File: src/rtl/core/zbmp_pkg.sv
// Shared constants for the zero-byte mask packer.
package zbmp_pkg;

    localparam int GROUP_SIZE       = 8;
    localparam int GROUP_IDX_W      = $clog2(GROUP_SIZE);
    localparam int GROUP_CNT_W      = $clog2(GROUP_SIZE + 1);
    localparam int BYTE_W           = 8;
    localparam int LIMIT_W          = 11;
    localparam int OUT_CAPACITY_DEF = 1024;

    localparam logic [LIMIT_W-1:0] LIMIT_RESET = LIMIT_W'(1024);

endpackage

File: src/rtl/core/zero_byte_mask_packer.sv
// Zero-byte mask packer: groups of up to eight bytes become a mask byte plus the nonzero bytes.
// Input bytes are accepted while idle and the output register is free; the mask byte is
// registered in the cycle that accepts a group's closing byte and appears in the next cycle.
// The group's k buffered nonzero bytes then leave one per cycle while the output is not
// stalled, from the eight-entry group buffer, and input is stalled meanwhile.
// Synchronous active-low reset clears all counters and sets the output limit to 1024.
module zero_byte_mask_packer #(
    parameter int OUT_CAPACITY = zbmp_pkg::OUT_CAPACITY_DEF
) (
    input  logic                             i_clk,
    input  logic                             i_rst_n,
    input  logic                             i_cfg_we,
    input  logic [zbmp_pkg::LIMIT_W-1:0]     i_cfg_data,
    input  logic                             i_in_valid,
    output logic                             o_in_stall,
    input  logic [zbmp_pkg::BYTE_W-1:0]      i_in_byte,
    input  logic                             i_in_last,
    output logic                             o_out_valid,
    input  logic                             i_out_stall,
    output logic [zbmp_pkg::BYTE_W-1:0]      o_out_byte,
    output logic                             o_is_mask,
    output logic                             o_out_last,
    output logic                             o_overflow_error
);

    localparam int LimW = zbmp_pkg::LIMIT_W;
    localparam int CapW = $clog2(OUT_CAPACITY + 1);
    localparam int CmpW = (LimW > CapW) ? LimW : CapW;
    localparam int IdxW = zbmp_pkg::GROUP_IDX_W;
    localparam int CntW = zbmp_pkg::GROUP_CNT_W;
    localparam int ByteW = zbmp_pkg::BYTE_W;

    typedef enum logic {
        S_IDLE,
        S_EMIT
    } t_state;

    t_state                  r_state;
    logic [LimW-1:0]         r_limit;
    logic [ByteW-1:0]        r_store [zbmp_pkg::GROUP_SIZE];
    logic [IdxW-1:0]         r_fill;
    logic [ByteW-1:0]        r_mask;
    logic [CntW-1:0]         r_nz;
    logic [LimW-1:0]         r_count;
    logic                    r_disc;
    logic [IdxW-1:0]         r_idx;
    logic                    r_pkt_last;
    logic                    r_ovalid;
    logic [ByteW-1:0]        r_obyte;
    logic                    r_omask;
    logic                    r_olast;
    logic                    r_oerr;

    logic [LimW-1:0]         eff_limit;
    logic                    out_free;
    logic                    in_acc;
    logic                    first_byte;
    logic                    byte_nz;
    logic [LimW:0]           need_count;
    logic                    err_hit;
    logic [ByteW-1:0]        n_mask;
    logic [CntW-1:0]         n_nz;
    logic                    grp_done;
    logic                    emit_final;
    logic                    out_load;

    // Limit above the build capacity acts as the capacity.
    assign eff_limit = (CmpW'(r_limit) > CmpW'(OUT_CAPACITY)) ? LimW'(OUT_CAPACITY) : r_limit;

    assign out_free   = !r_ovalid || !i_out_stall;
    assign o_in_stall = (r_state != S_IDLE) || !out_free;
    assign in_acc     = i_in_valid && !o_in_stall;

    assign first_byte = (r_fill == '0);
    assign byte_nz    = (i_in_byte != '0);

    // The first byte of a group reserves the mask slot before its own data slot.
    assign need_count = {1'b0, r_count} + (LimW + 1)'(first_byte);
    assign err_hit    = (first_byte && (r_count >= eff_limit)) ||
                        (byte_nz && (need_count >= {1'b0, eff_limit}));

    assign n_mask   = byte_nz ? (r_mask | (ByteW'(1) << r_fill)) : r_mask;
    assign n_nz     = byte_nz ? (r_nz + CntW'(1)) : r_nz;
    assign grp_done = (r_fill == IdxW'(zbmp_pkg::GROUP_SIZE - 1)) || i_in_last;

    assign emit_final = ({1'b0, r_idx} == (r_nz - CntW'(1)));

    // A new result enters the output register in this cycle.
    assign out_load = (in_acc && !r_disc && (err_hit || grp_done)) ||
                      ((r_state == S_EMIT) && out_free);

    always_ff @(posedge i_clk) begin
        if (!i_rst_n) begin
            r_state    <= S_IDLE;
            r_limit    <= zbmp_pkg::LIMIT_RESET;
            r_fill     <= '0;
            r_mask     <= '0;
            r_nz       <= '0;
            r_count    <= '0;
            r_disc     <= 1'b0;
            r_idx      <= '0;
            r_pkt_last <= 1'b0;
            r_ovalid   <= 1'b0;
        end else begin
            if (i_cfg_we) begin
                r_limit <= i_cfg_data;
            end
            if (r_ovalid && !i_out_stall && !out_load) begin
                r_ovalid <= 1'b0;
            end

            unique case (r_state)
                S_IDLE: begin
                    if (in_acc) begin
                        priority if (r_disc) begin
                            if (i_in_last) begin
                                r_disc  <= 1'b0;
                                r_count <= '0;
                            end
                        end else if (err_hit) begin
                            r_ovalid <= 1'b1;
                            r_obyte  <= '0;
                            r_omask  <= 1'b0;
                            r_olast  <= 1'b1;
                            r_oerr   <= 1'b1;
                            r_fill   <= '0;
                            r_mask   <= '0;
                            r_nz     <= '0;
                            if (i_in_last) begin
                                r_count <= '0;
                            end else begin
                                r_disc <= 1'b1;
                            end
                        end else begin
                            if (byte_nz) begin
                                r_store[r_nz[IdxW-1:0]] <= i_in_byte;
                            end
                            r_nz <= n_nz;
                            if (grp_done) begin
                                r_ovalid   <= 1'b1;
                                r_obyte    <= n_mask;
                                r_omask    <= 1'b1;
                                r_olast    <= i_in_last && (n_nz == '0);
                                r_oerr     <= 1'b0;
                                r_fill     <= '0;
                                r_mask     <= '0;
                                r_idx      <= '0;
                                r_pkt_last <= i_in_last;
                                if (i_in_last) begin
                                    r_count <= '0;
                                end else begin
                                    r_count <= need_count[LimW-1:0] + LimW'(byte_nz);
                                end
                                if (n_nz != '0) begin
                                    r_state <= S_EMIT;
                                end
                            end else begin
                                r_fill  <= r_fill + IdxW'(1);
                                r_mask  <= n_mask;
                                r_count <= need_count[LimW-1:0] + LimW'(byte_nz);
                            end
                        end
                    end
                end
                S_EMIT: begin
                    if (out_free) begin
                        r_ovalid <= 1'b1;
                        r_obyte  <= r_store[r_idx];
                        r_omask  <= 1'b0;
                        r_olast  <= r_pkt_last && emit_final;
                        r_oerr   <= 1'b0;
                        if (emit_final) begin
                            r_nz    <= '0;
                            r_state <= S_IDLE;
                        end else begin
                            r_idx <= r_idx + IdxW'(1);
                        end
                    end
                end
                default: begin
                    r_state <= S_IDLE;
                end
            endcase
        end
    end

    assign o_out_valid      = r_ovalid;
    assign o_out_byte       = r_obyte;
    assign o_is_mask        = r_omask;
    assign o_out_last       = r_olast;
    assign o_overflow_error = r_oerr;

    // The emit sequence only runs when bytes are buffered.
    a_emit_has_bytes: assert property (@(posedge i_clk) disable iff (!i_rst_n)
        (r_state == S_EMIT) |-> (r_nz != '0))
        else $error("emit state with empty group buffer");

    // While dropping a packet, no group is being assembled.
    a_disc_no_group: assert property (@(posedge i_clk) disable iff (!i_rst_n)
        r_disc |-> ((r_state == S_IDLE) && (r_fill == '0) && (r_nz == '0)))
        else $error("group state while discarding");

    // Outside the emit sequence, buffered bytes never outnumber taken bytes.
    a_nz_bounded: assert property (@(posedge i_clk) disable iff (!i_rst_n)
        (r_state == S_IDLE) |-> ({1'b0, r_fill} >= r_nz))
        else $error("buffered count exceeds group fill");

    // An overflow result always closes the packet and is never a mask.
    a_err_closes: assert property (@(posedge i_clk) disable iff (!i_rst_n)
        (o_out_valid && o_overflow_error) |-> (o_out_last && !o_is_mask))
        else $error("malformed overflow result");

    // A new result is only loaded once the previous one has been taken.
    a_no_overwrite: assert property (@(posedge i_clk) disable iff (!i_rst_n)
        (r_ovalid && i_out_stall) |=> r_ovalid)
        else $error("pending result dropped");

endmodule
File: config.mk
export PLATFORM = sky130hd
export DESIGN_NAME = zero_byte_mask_packer
export DESIGN_NICKNAME = d
export VERILOG_FILES = /design/src/rtl/core/zbmp_pkg.sv /design/src/rtl/core/zero_byte_mask_packer.sv
export SDC_FILE = /design/constraint.sdc
export NUM_CORES = 1
export LEC_CHECK = 0
export BUFFER_PORTS_ARGS = -buffer_cell sky130_fd_sc_hd__buf_2
export CAP_MARGIN = 20
export CORE_MARGIN = 3
export CORE_UTILIZATION = 35
export CTS_CLUSTER_SIZE = 20
export DETAILED_ROUTE_END_ITERATION = 10
export GPL_ROUTABILITY_DRIVEN = 0
export PLACE_DENSITY = 0.61
export SLEW_MARGIN = 15
export SYNTH_ARGS = -nofsm -noshare
export SYNTH_HDL_FRONTEND = slang
export SYNTH_SLANG_ARGS = --single-unit
File: constraint.sdc
create_clock -name i_clk -period 13.54 [get_ports i_clk]
set_input_delay 1.354 -clock i_clk [delete_from_list [all_inputs] [get_ports i_clk]]
set_output_delay 1.354 -clock i_clk [all_outputs]
set_load 0.05 [all_outputs]
Word-level counts from Yosys, hierarchy flattened
Memory sizes are Yosys's and may differ from the RTL's. A register that Yosys moved wholly into a read port is not among the register bits.
Index checks and enable logic that the tools add are counted.
{"block": "totals", "ramBits": 64, "romBits": 0, "in_bits": 25, "memories": 1, "elab_cells": 146, "out_inout_bits": 13, "latch_bits": 0, "ff_bits": 55}
{"memory": "r_store", "depth": 8, "word_bits": 8, "rd": 1, "rd_clocked_by_memory_dff": 1, "wr": 1, "line_no": "zero_byte_mask_packer.sv:40", "text": "logic [ByteW-1:0] r_store [zbmp_pkg::GROUP_SIZE];"}
{"block": "op_classes", "magnitude_cmp": 3, "n_addsub": 6, "n_mul": 0, "reduce_logical": 32, "n_eq_ne": 10, "n_mux": 75, "div": 0, "bitwise": 4, "shift": 1}
{"op": "11-bit 2-to-1 mux", "n": 6}
{"op": "8-bit 2-to-1 mux", "n": 8}
{"op": "1-bit 2-to-1 mux", "n": 37}
{"op": "3-bit 2-to-1 mux", "n": 10}
{"op": "4-bit 2-to-1 mux", "n": 6}
{"op": "8-bit case mux with 2 select lines", "n": 1}
{"op": "11-bit by 1-bit adder with 12-bit output", "n": 1}
{"op": "12-bit by 11-bit greater-or-equal comparator with 1-bit output", "n": 1}
{"op": "11-bit by 1-bit adder with 11-bit output", "n": 1}
{"op": "11-bit greater-or-equal comparator", "n": 1}
{"op": "11-bit greater-than comparator, second input constant", "n": 1}
{"op": "1-bit logical AND", "n": 10}
{"op": "2-bit != test, second input constant", "n": 5}
{"op": "1-bit case mux with 2 select lines", "n": 5}
{"op": "5-bit AND reduction", "n": 2}
{"op": "8-bit OR", "n": 1}
{"op": "4-bit case mux with 2 select lines", "n": 1}
{"op": "8-bit nonzero test", "n": 1}
{"op": "1-bit by 3-bit left shift with 8-bit output, first input constant", "n": 1}
{"op": "3-bit by 1-bit adder with 3-bit output, second input constant", "n": 2}
{"op": "1-bit zero test", "n": 6}
{"op": "1-bit logical OR", "n": 6}
{"op": "3-bit case mux with 2 select lines", "n": 1}
{"op": "6-bit AND reduction", "n": 1}
{"op": "13 further kinds", "n": 16}

Depth between registers and ports, before layout
Gate-level depths: netlist of run 1.
{"block": "logic_depth", "word_depth": 17, "depth_mapped": 19, "depth_no_buf": 17}

Least setup slack after synthesis of run 1
Ideal clock, no wire load.
{"block": "synth_path", "path_type": "reg2reg", "startpoint": "register r_fill[0]", "endpoint": "memory r_store[7][0] (netlist name) (enable)", "setup_slack_ps": 8430, "t_required_ps": 13145, "n_path_buf": 3, "setup_ps": 395, "synth_period_minus_slack_ps": 5110, "path_stages_with_launch": 20, "t_arrival_ps": 4715, "cell_sequence": "dfxtp_1 -> inv_1 -> ha_1 -> nor2b_1 -> ha_1 -> ha_1 -> buf_1 -> nand3_1 -> nor2_1 -> xnor2_1 -> inv_1 -> ha_1 -> a21o_1 -> a21oi_1 -> o41ai_1 -> a22o_1 -> or3_4 -> buf_2 -> buf_2 -> nor4_1"}
{"block": "synth_via", "elab_chain_cells": 11, "word_cells_on_any_way": 12, "cone_classes": "1 x add/sub; 1 x order compare; 6 x mux; 4 x reduce/logical"}
{"item": "start: declaration", "line_no": "zero_byte_mask_packer.sv:41", "text": "logic [IdxW-1:0] r_fill;"}
{"item": "start signal: assignment", "line_no": "zero_byte_mask_packer.sv:158", "text": "r_fill <= r_fill + IdxW'(1);"}
{"item": "3-bit zero test (*)", "line_no": "zero_byte_mask_packer.sv:74", "text": "assign first_byte = (r_fill == '0);"}
{"item": "11-bit by 1-bit adder with 12-bit output", "line_no": "zero_byte_mask_packer.sv:78", "text": "assign need_count = {1'b0, r_count} + (LimW + 1)'(first_byte);"}
{"item": "12-bit by 11-bit greater-or-equal comparator with 1-bit output", "line_no": "zero_byte_mask_packer.sv:80", "text": "(byte_nz && (need_count >= {1'b0, eff_limit}));"}
{"item": "1-bit logical AND", "line_no": "zero_byte_mask_packer.sv:80"}
{"item": "1-bit logical OR (*)", "line_no": "zero_byte_mask_packer.sv:79", "text": "assign err_hit = (first_byte && (r_count >= eff_limit)) ||"}
{"item": "1-bit 2-to-1 mux (*)", "line_no": "zero_byte_mask_packer.sv:120", "text": "end else if (err_hit) begin"}
{"item": "1-bit 2-to-1 mux (*)", "line_no": "zero_byte_mask_packer.sv:115", "text": "priority if (r_disc) begin"}
{"item": "1-bit 2-to-1 mux (*)", "line_no": "zero_byte_mask_packer.sv:114", "text": "if (in_acc) begin"}
{"item": "1-bit 2-to-1 mux (*)", "line_no": "zero_byte_mask_packer.sv:112", "text": "unique case (r_state)"}
{"item": "1-bit 2-to-1 mux (*)", "line_no": "zero_byte_mask_packer.sv:93", "text": "if (!i_rst_n) begin"}
{"item": "1-bit 2-to-1 mux (implied by the code) (*)", "line_no": "zero_byte_mask_packer.sv:136", "text": "r_store[r_nz[IdxW-1:0]] <= i_in_byte;"}
{"item": "end: declaration", "line_no": "zero_byte_mask_packer.sv:40"}
Every way passes the cells marked *; elsewhere a longest branch is shown, timed or not.

Worst setup path in the final report of run 1
{"block": "layout_path", "startpoint": "register r_fill[0]", "endpoint": "memory r_store[0][4] (netlist name) (enable)"}
Same word-level chain as after synthesis.

==> results of run 1 <==
-- report_power, final --
group | leakage, nW | switching, mW | internal [mW]
combinational | 1.23 | 0.0730 | 0.0407
sequential | 1.06 | 0.0154 | 0.409
clock | 0.308 | 0.185 | 0.298
-- cell families (layout without fill, tap and decap cells) --
group / after synthesis / in the layout
fa+ha+maj: 35 / 35
mux: 34 / 34
xor+xnor: 18 / 18
simple gates: 155 / 155
flops: 122 / 122
compound gates: 114 / 114
buf+inv: 51 / 92
-- layer usage --
layer	vias up	part of all wire (%)
met5	-	0
met4	0	2.0
met3	19	6.1
met2	129	47
met1	2091	45
li1	2072	-
-- sequential cells by signal (all words and copies together), names as in the netlist, named ones only --
signal            count
o_is_mask             1
o_out_byte            8
o_out_last            1
o_out_valid           1
o_overflow_error      1
r_count              11
r_disc                1
r_fill                3
r_idx                 3
r_limit              11
r_mask                8
r_nz                  4
r_pkt_last            1
r_state               1
r_store              64
-- synthesized netlist by cell type, drive strengths merged (2+ instances only) --
cell type / instances / area share (%)
o21ai: 10 / 0.82
a211o: 3 / 0.43
nor2b: 7 / 0.72
xnor2: 10 / 1.4
inv: 19 / 1.2
nand4b: 2 / 0.29
nand2: 45 / 2.8
mux2i: 10 / 1.6
or4: 4 / 0.49
buf: 7 / 0.55
mux4: 16 / 5.9
a31oi: 17 / 1.7
nand3b: 2 / 0.25
a22o: 7 / 1.0
nor3: 12 / 0.98
nor2: 32 / 2.0
or2: 4 / 0.41
mux2: 8 / 1.5
clkbuf: 25 / 1.5
o31ai: 10 / 1.2
a21oi: 37 / 3.0
dfxtp: 47 / 15
nor4: 5 / 1.1
nor4b: 2 / 0.29
nand2b: 5 / 0.51
ha: 35 / 7.2
o311ai: 3 / 0.43
a211oi: 2 / 0.25
and3: 5 / 0.51
edfxtp: 75 / 37
nand3: 13 / 1.1
or3: 3 / 0.39
o211ai: 2 / 0.25
xor2: 8 / 1.1
nand4: 9 / 0.92
a21o: 4 / 0.49
o21a: 2 / 0.25
-- cells in the final DEF, fill, tap and decap left out, drive strengths merged, types with 8 or more instances in the layout --
cell type | synthesis | layout
mux2 | 8 | 8
clkbuf | 25 | 19
buf | 7 | 39
a31oi | 17 | 17
mux2i | 10 | 10
mux4 | 16 | 16
edfxtp | 75 | 75
xor2 | 8 | 8
nor2 | 32 | 32
ha | 35 | 35
nand4 | 9 | 9
o31ai | 10 | 10
nand3 | 13 | 13
inv | 19 | 27
a21oi | 37 | 37
nor3 | 12 | 12
dfxtp | 47 | 47
nand2 | 45 | 45
xnor2 | 10 | 10
o21ai | 10 | 10
-- layout make-up --
type / instances / area [um^2]
fill: 1584 / 9710
sequential: 122 / 3190
multi-input combinational: 356 / 2730
clock buffer: 17 / 425
tap: 220 / 275
timing repair buffer: 41 / 213
clock inverter: 15 / 206
inverter: 19 / 71.3
-- worst paths after layout --
kind | from | endpoint | slack (ps) | cells past startpoint
max reg2reg | r_fill[0] | r_store[0][4] | 8050 | 17
min reg2reg | r_mask[3] | r_mask[3] | 470 | 2
max | r_fill[0] | r_store[0][4] | 8050 | 17
min | r_mask[3] | r_mask[3] | 470 | 2
-- worst min-delay path, cell delays in order (launching register included) --
cell	delay [ps]
dfxtp_1	330
a21oi_1	40
nor2_1	70
-- stage by stage --
step | hold slack [ps] | setup slack, ps | total power, mW
final | 472 | 8050 | 1.02
after global placement | 450 | 8230 | 0.543
after global routing | 484 | 7600 | 1.06
after floorplan | 437 | 8430 | 0.511
after detailed placement | 455 | 7980 | 0.545
after CTS | 470 | 7990 | 1.03
==> run_results.csv, run 1 <==
group,metric,value,unit
sta,drv_slew,0,
synthesis,yosys.area_share.simple,13.3,%
place,io_buffers,37,
routing,avgViaCountPerCell,5.46,
grt,grt_overflow,0,
clock_network,cts_htree_levels,4,
synthesis,synth.area.mux_share,9.00,%
synthesis,syn-num-nets,589,
run,max-cap-violations,0,
synthesis,synth_area_per_cell,11.6,um^2
finish,nNetsFinal,617,
sta,worstMarginPinSlew,1060,ps
routing,num_vias,4311,
sta,rsz0062_at_grt,"false",
setup_path,crit_fanout,14,
power,powerDensity,143,nW/um^2
finish,layout-drive-gt1-share,19.5,%
setup_path,crit_path_end_kind,"flip-flop",
setup_path,cp_cell_sequence,"inv_1 > ha_1 > nor2b_1 > ha_1 > nand2_1 > nor4_1 > and3_1 > xor2_1 > ha_1 > a21o_1 > a21oi_1 > o41ai_1 > a22o_1 > nor3_1 > buf_4 > nand4b_1 > nor3_1",
clock_network,cts-resized-gates,0,
place,hpwl,9650,um
floorplan,start_util,36.4,%
finish,fin_area,7110,um^2
clock_network,hold_buffers,0,
setup_path,start_kind,"flip-flop",
setup_path,path_delay_family,"simple AND/OR/NAND/NOR gates",
routing,drt-pass1-iter-count,7,
finish,final_cells,790,
clock_network,post_cts_buffers,0,
grt,busiest_layer,"met2",
setup_path,arrival,5540,ps
clock_network,path_clk_slew,60,ps
setup_path,cp_slowest_stage_delay,830,ps
routing,drc,0,
sta,setup_tns,0,ps
clock_network,cts_inserted_buffers,17,
sta,fmax,0.182,GHz
synthesis,yosys.area_share.adder,7.16,%
place,place_inst,756,
floorplan,die_w,138,um
grt,grt_pass1_vias,4159,
synthesis,synth_ff_type,"edfxtp_1",
finish,n_antenna_cell,0,
floorplan,rows,47,
synthesis,ys_ff_latch,122,
floorplan,pin_count,38,
sta,setup_violations,0,
finish,areaGrowthSynthToFinish,16.3,%
synthesis,ys_types,65,
grt,grt.total_usage,14.5,%
finish,fin_util,42.3,%
grt,grt_pass1_wl,21900,um
place,post_dp_cell_area,6460,um^2
synthesis,seq_area_frac_synth,52.2,%
clock_network,root_buffer,"clkbuf_16",
setup_path,crit_buf_inv,2,
run_status,status,"finished clean",
sta,fin_crit,5490,ps
sta,fin_crit_sh,40.6,%
sta,max-slew-margin-rel,29.1,%
routing,ant_nets,0,
power,ir_drop,0.0870,mV
setup_path,path_class,"flip-flop to flip-flop",
floorplan,die_area,19100,um^2
routing,first_iter_violations,331,
floorplan,core-area,16800,um^2
floorplan,die_y,138,um
setup_path,cp_slowest_cell,"nor3_1",
grt,grt.met2_usage,22.2,%
clock_network,clkSinkCount,122,
setup_path,cp.required,13590,ps
routing,wl_per_cell,17.3,um
grt,grt_use_met3,4.52,%
synthesis,synth_area,6110,um^2
clock_network,insertion_delay,430,ps
grt,grt_max_degree,30,
synthesis,synthXorXnorAreaFrac,2.58,%
grt,antenna_found_initial,0,
clock_network,cts_tree,"yes",
synthesis,yosysWarnings,0,
synthesis,synth_top_family_by_area,"simple AND/OR/NAND/NOR gates",
hold_path,hp-class,"flip-flop to flip-flop",
grt,met1_usage,19.4,%
clock_network,clock_path_buffers,2,
synthesis,netlist_instances,529,
synthesis,synth_edf_count,75,
sta,finalClockSkew,9.77,ps
synthesis,synth-compound-area-share,12.4,%
sta,hold_violations,0,
setup_path,crit_top_cell,"ha_1",
power,p_leak,2.60,nW
synthesis,ys_async_sr_fraction,0,%
routing,drt-total-wl,13700,um
Power figures use the tool's default switching activity.
==> run 2: changes to the inputs <==
--- a/config.mk
+++ b/config.mk
@@ -5,6 +5,7 @@
 export SDC_FILE = /design/constraint.sdc
 export NUM_CORES = 1
 export LEC_CHECK = 0
+export ABC_AREA = 1
 export BUFFER_PORTS_ARGS = -buffer_cell sky130_fd_sc_hd__buf_2
 export CAP_MARGIN = 20
 export CORE_MARGIN = 3
==> constraint.sdc (replaced) <==
create_clock -name i_clk -period 5.53 [get_ports i_clk]
set_input_delay 0.553 -clock i_clk [delete_from_list [all_inputs] [get_ports i_clk]]
set_output_delay 0.553 -clock i_clk [all_outputs]
set_load 0.05 [all_outputs]
==> run 2 against run 1 <==
  * Cell count is 23% higher
  * Sequential cell count unchanged
  * Global-route usage grew 1.1 points
  * Largest cell class unchanged
==> run_results.csv, run 2 <==
group,metric,value,unit
run_status,status,"finished clean",
hold_path,hp-class,"input pin to flip-flop",
sta,max-slew-margin-rel,36.6,%
floorplan,die_y,140,um
synthesis,synth_common_cells,"nand2_1 (122), nor2_1 (106), edfxtp_1 (75)",
sta,fin_crit_sh,80.3,%
clock_network,root_buffer,"clkbuf_16",
sta,setup_violations,0,
clock_network,hold_buffers,0,
routing,ant_nets,0,
floorplan,die_area,19600,um^2
setup_path,reg2reg_slack,1090,ps
clock_network,cts-resized-gates,0,
sta,worstMarginPinSlew,949,ps
clock_network,cts_inserted_buffers,17,
sta,fin_crit,4440,ps
place,post_dp_cell_area,6670,um^2
synthesis,yosys-top-cells-area,"edfxtp_1 (36%), dfxtp_1 (15%), nand2_1 (7.3%)",
place,io_buffers,37,
synthesis,synth_top_area_share,35.8,%
setup_path,reg2reg_from,"r_fill[0]",
hold_path,min_path_cells,3,
finish,final_common_cell,"nand2_1",
finish,largest_reg_flops,64,
synthesis,synth_edf_count,75,
finish,fin_area,7280,um^2
setup_path,cp_slowest_stage_delay,650,ps
setup_path,cp.required,5570,ps
synthesis,synth_area,6290,um^2
clock_network,cts_htree_levels,4,
finish,layout-drive-gt1-share,11.3,%
power,ir_drop,0.278,mV
setup_path,crit_path_end_kind,"flip-flop",
floorplan,die_w,140,um
synthesis,synth_area_per_cell,8.94,um^2
synthesis,netlist_instances,703,
setup_path,path_class,"flip-flop to flip-flop",
routing,drc,0,
power,powerDensity,473,nW/um^2
finish,nNetsFinal,796,
grt,grt_overflow,0,
finish,n_antenna_cell,0,
sta,finalClockSkew,11.8,ps
run,max-cap-violations,0,
power,p_sw_share,37.9,%
synthesis,syn-num-nets,763,
sta,fmax,0.225,GHz
floorplan,start_util,36.1,%
grt,grt.total_usage,15.7,%
setup_path,worstReg2RegEnd,"r_store[0][2]",
finish,final_cell_mix,"nand2_1 (122), nor2_1 (106), edfxtp_1 (75)",
synthesis,seq_area_frac_synth,50.8,%
clock_network,cts_tree,"yes",
routing,first_iter_violations,442,
sta,setup_tns,0,ps
grt,grt_max_degree,34,
place,hpwl,10600,um
finish,areaGrowthSynthToFinish,15.8,%
setup_path,cp_slowest_cell,"nor2_1",
setup_path,crit_fanout,12,
power,p_int,2.14,mW
synthesis,ys_async_sr_fraction,0,%
routing,num_vias,4958,
synthesis,yosysWarnings,0,
setup_path,start_kind,"flip-flop",
floorplan,core-area,17400,um^2
synthesis,synth_most_common_cell,"nand2_1",
grt,grt_pass1_wl,24200,um
clock_network,clock_path_buffers,2,
power,clkPwrFrac,33.6,%
sta,hold_violations,0,
power,pwr-share-seq,34.6,%
routing,drt-pass1-iter-count,5,
routing,wl_per_cell,15.4,um
power,pwr-share-comb,31.7,%
synthesis,synth_ff_type,"edfxtp_1",
hold_path,hp-start,"i_cfg_data[10]",
sta,rsz0062_at_grt,"false",
routing,avgViaCountPerCell,5.09,
grt,antenna_found_initial,0,
power,p_sw,1.31,mW
floorplan,pin_count,38,
synthesis,ys_types,43,
grt,grt_pass1_vias,4576,
power,p_leak,2.87,nW
clock_network,clkSinkCount,122,
clock_network,post_cts_buffers,0,
synthesis,ys_ff_latch,122,
synthesis,yosys.area.top_type,"edfxtp_1",
sta,drv_slew,0,
routing,drt-total-wl,15000,um
setup_path,reg2regPathDepth,21,
clock_network,insertion_delay,420,ps
floorplan,rows,48,
clock_network,path_clk_slew,60,ps
setup_path,arrival,4480,ps
hold_path,hold_path_end,"r_limit[10]",
setup_path,cp_cell_sequence,"inv_1 > ha_1 > nand2_1 > inv_1 > ha_1 > ha_1 > nand2_1 > inv_1 > nand4_1 > xor2_1 > inv_1 > ha_1 > a21oi_1 > nand2_1 > nor2_1 > nand2_1 > nand2_4 > nand2_4 > nor3_4 > nand3_2 > nor2_1",
-- run 2: area by class of cell --
type | count | area (um^2)
Sequential cell | 122 | 3190
Clock buffer | 18 | 429
Timing Repair Buffer | 39 | 200
Clock inverter | 14 | 185
Multi-Input combinational cell | 493 | 2750
Tap cell | 225 | 282
Inverter | 63 | 236
Fill cell | 1710 | 10100
-- run 2: power by group through the flow --
stage	logic, mW	registers (mW)	clock network (mW)
3_5_place_dp	1.09	1.21	0
2_1_floorplan	0.760	1.27	0
4_1_cts	1.10	1.19	1.18
5_1_grt	1.24	1.21	1.23
6_report	1.09	1.19	1.16
3_3_place_gp	1.08	1.21	0
-- run 2: worst max-delay path by stage --
stage,startpoint,endpoint,slack (ps),cells past startpoint
detailed placement,r_fill[0],r_store[0][5],1100,21
global placement,r_fill[0],r_store[1][3],1280,21
CTS,r_fill[0],r_store[0][2],1080,21
global route,r_fill[0],r_store[0][2],690,24
floorplan,r_fill[0],r_store[1][0],1840,22
finish,r_fill[0],r_store[0][2],1090,21
-- run 2: cell families (layout without fill, tap and decap cells) --
group                    Yosys count  in the layout  synth area share [%]
XOR/XNOR                          17             17                  2.37
AO/OA/AOI/OAI                    132            132                  12.3
AND/OR/NAND/NOR                  301            301                  20.9
adder cells (fa/ha/maj)           35             35                  6.97
flip-flops                       122            122                  50.8
multiplexers                       8              8                  1.27
buffers and inverters             88            134                  5.39
-- run 2: layer usage --
| metal | wire, um | part of all wire [%] | GRT usage (%) | up-vias |
|---|---|---|---|---|
| li1 | - | - | - | 2512 |
| met1 | 7210 | 48 | 22.4 | 2280 |
| met2 | 6650 | 44 | 23.1 | 144 |
| met3 | 802 | 5.4 | 3.69 | 22 |
| met4 | 295 | 2.0 | 5.97 | 0 |
| met5 | 0 | 0 | 0 | - |
-- run 2: critical path, delay by kind of cell (launching register included) --
| kind | cells | cell delay [ps] |
|---|---|---|
| compound gates | 1 | 170 |
| xor+xnor | 1 | 210 |
| fa+ha+maj | 4 | 990 |
| buf+inv | 4 | 520 |
| flops | 1 | 340 |
| simple gates | 11 | 1850 |
-- run 2: through the flow --
stage               cells  setup WS (ps)  hold slack, ps  util (%)  power (mW)
finish                974           1090             347      41.8        3.44
global route          974            692             350      41.8        3.67
CTS                   974           1080             338      41.8        3.47
detailed placement    942           1100             438      38.3        2.30
global placement      942           1280             435      38.3        2.29
floorplan             703           1840             425         -        2.03
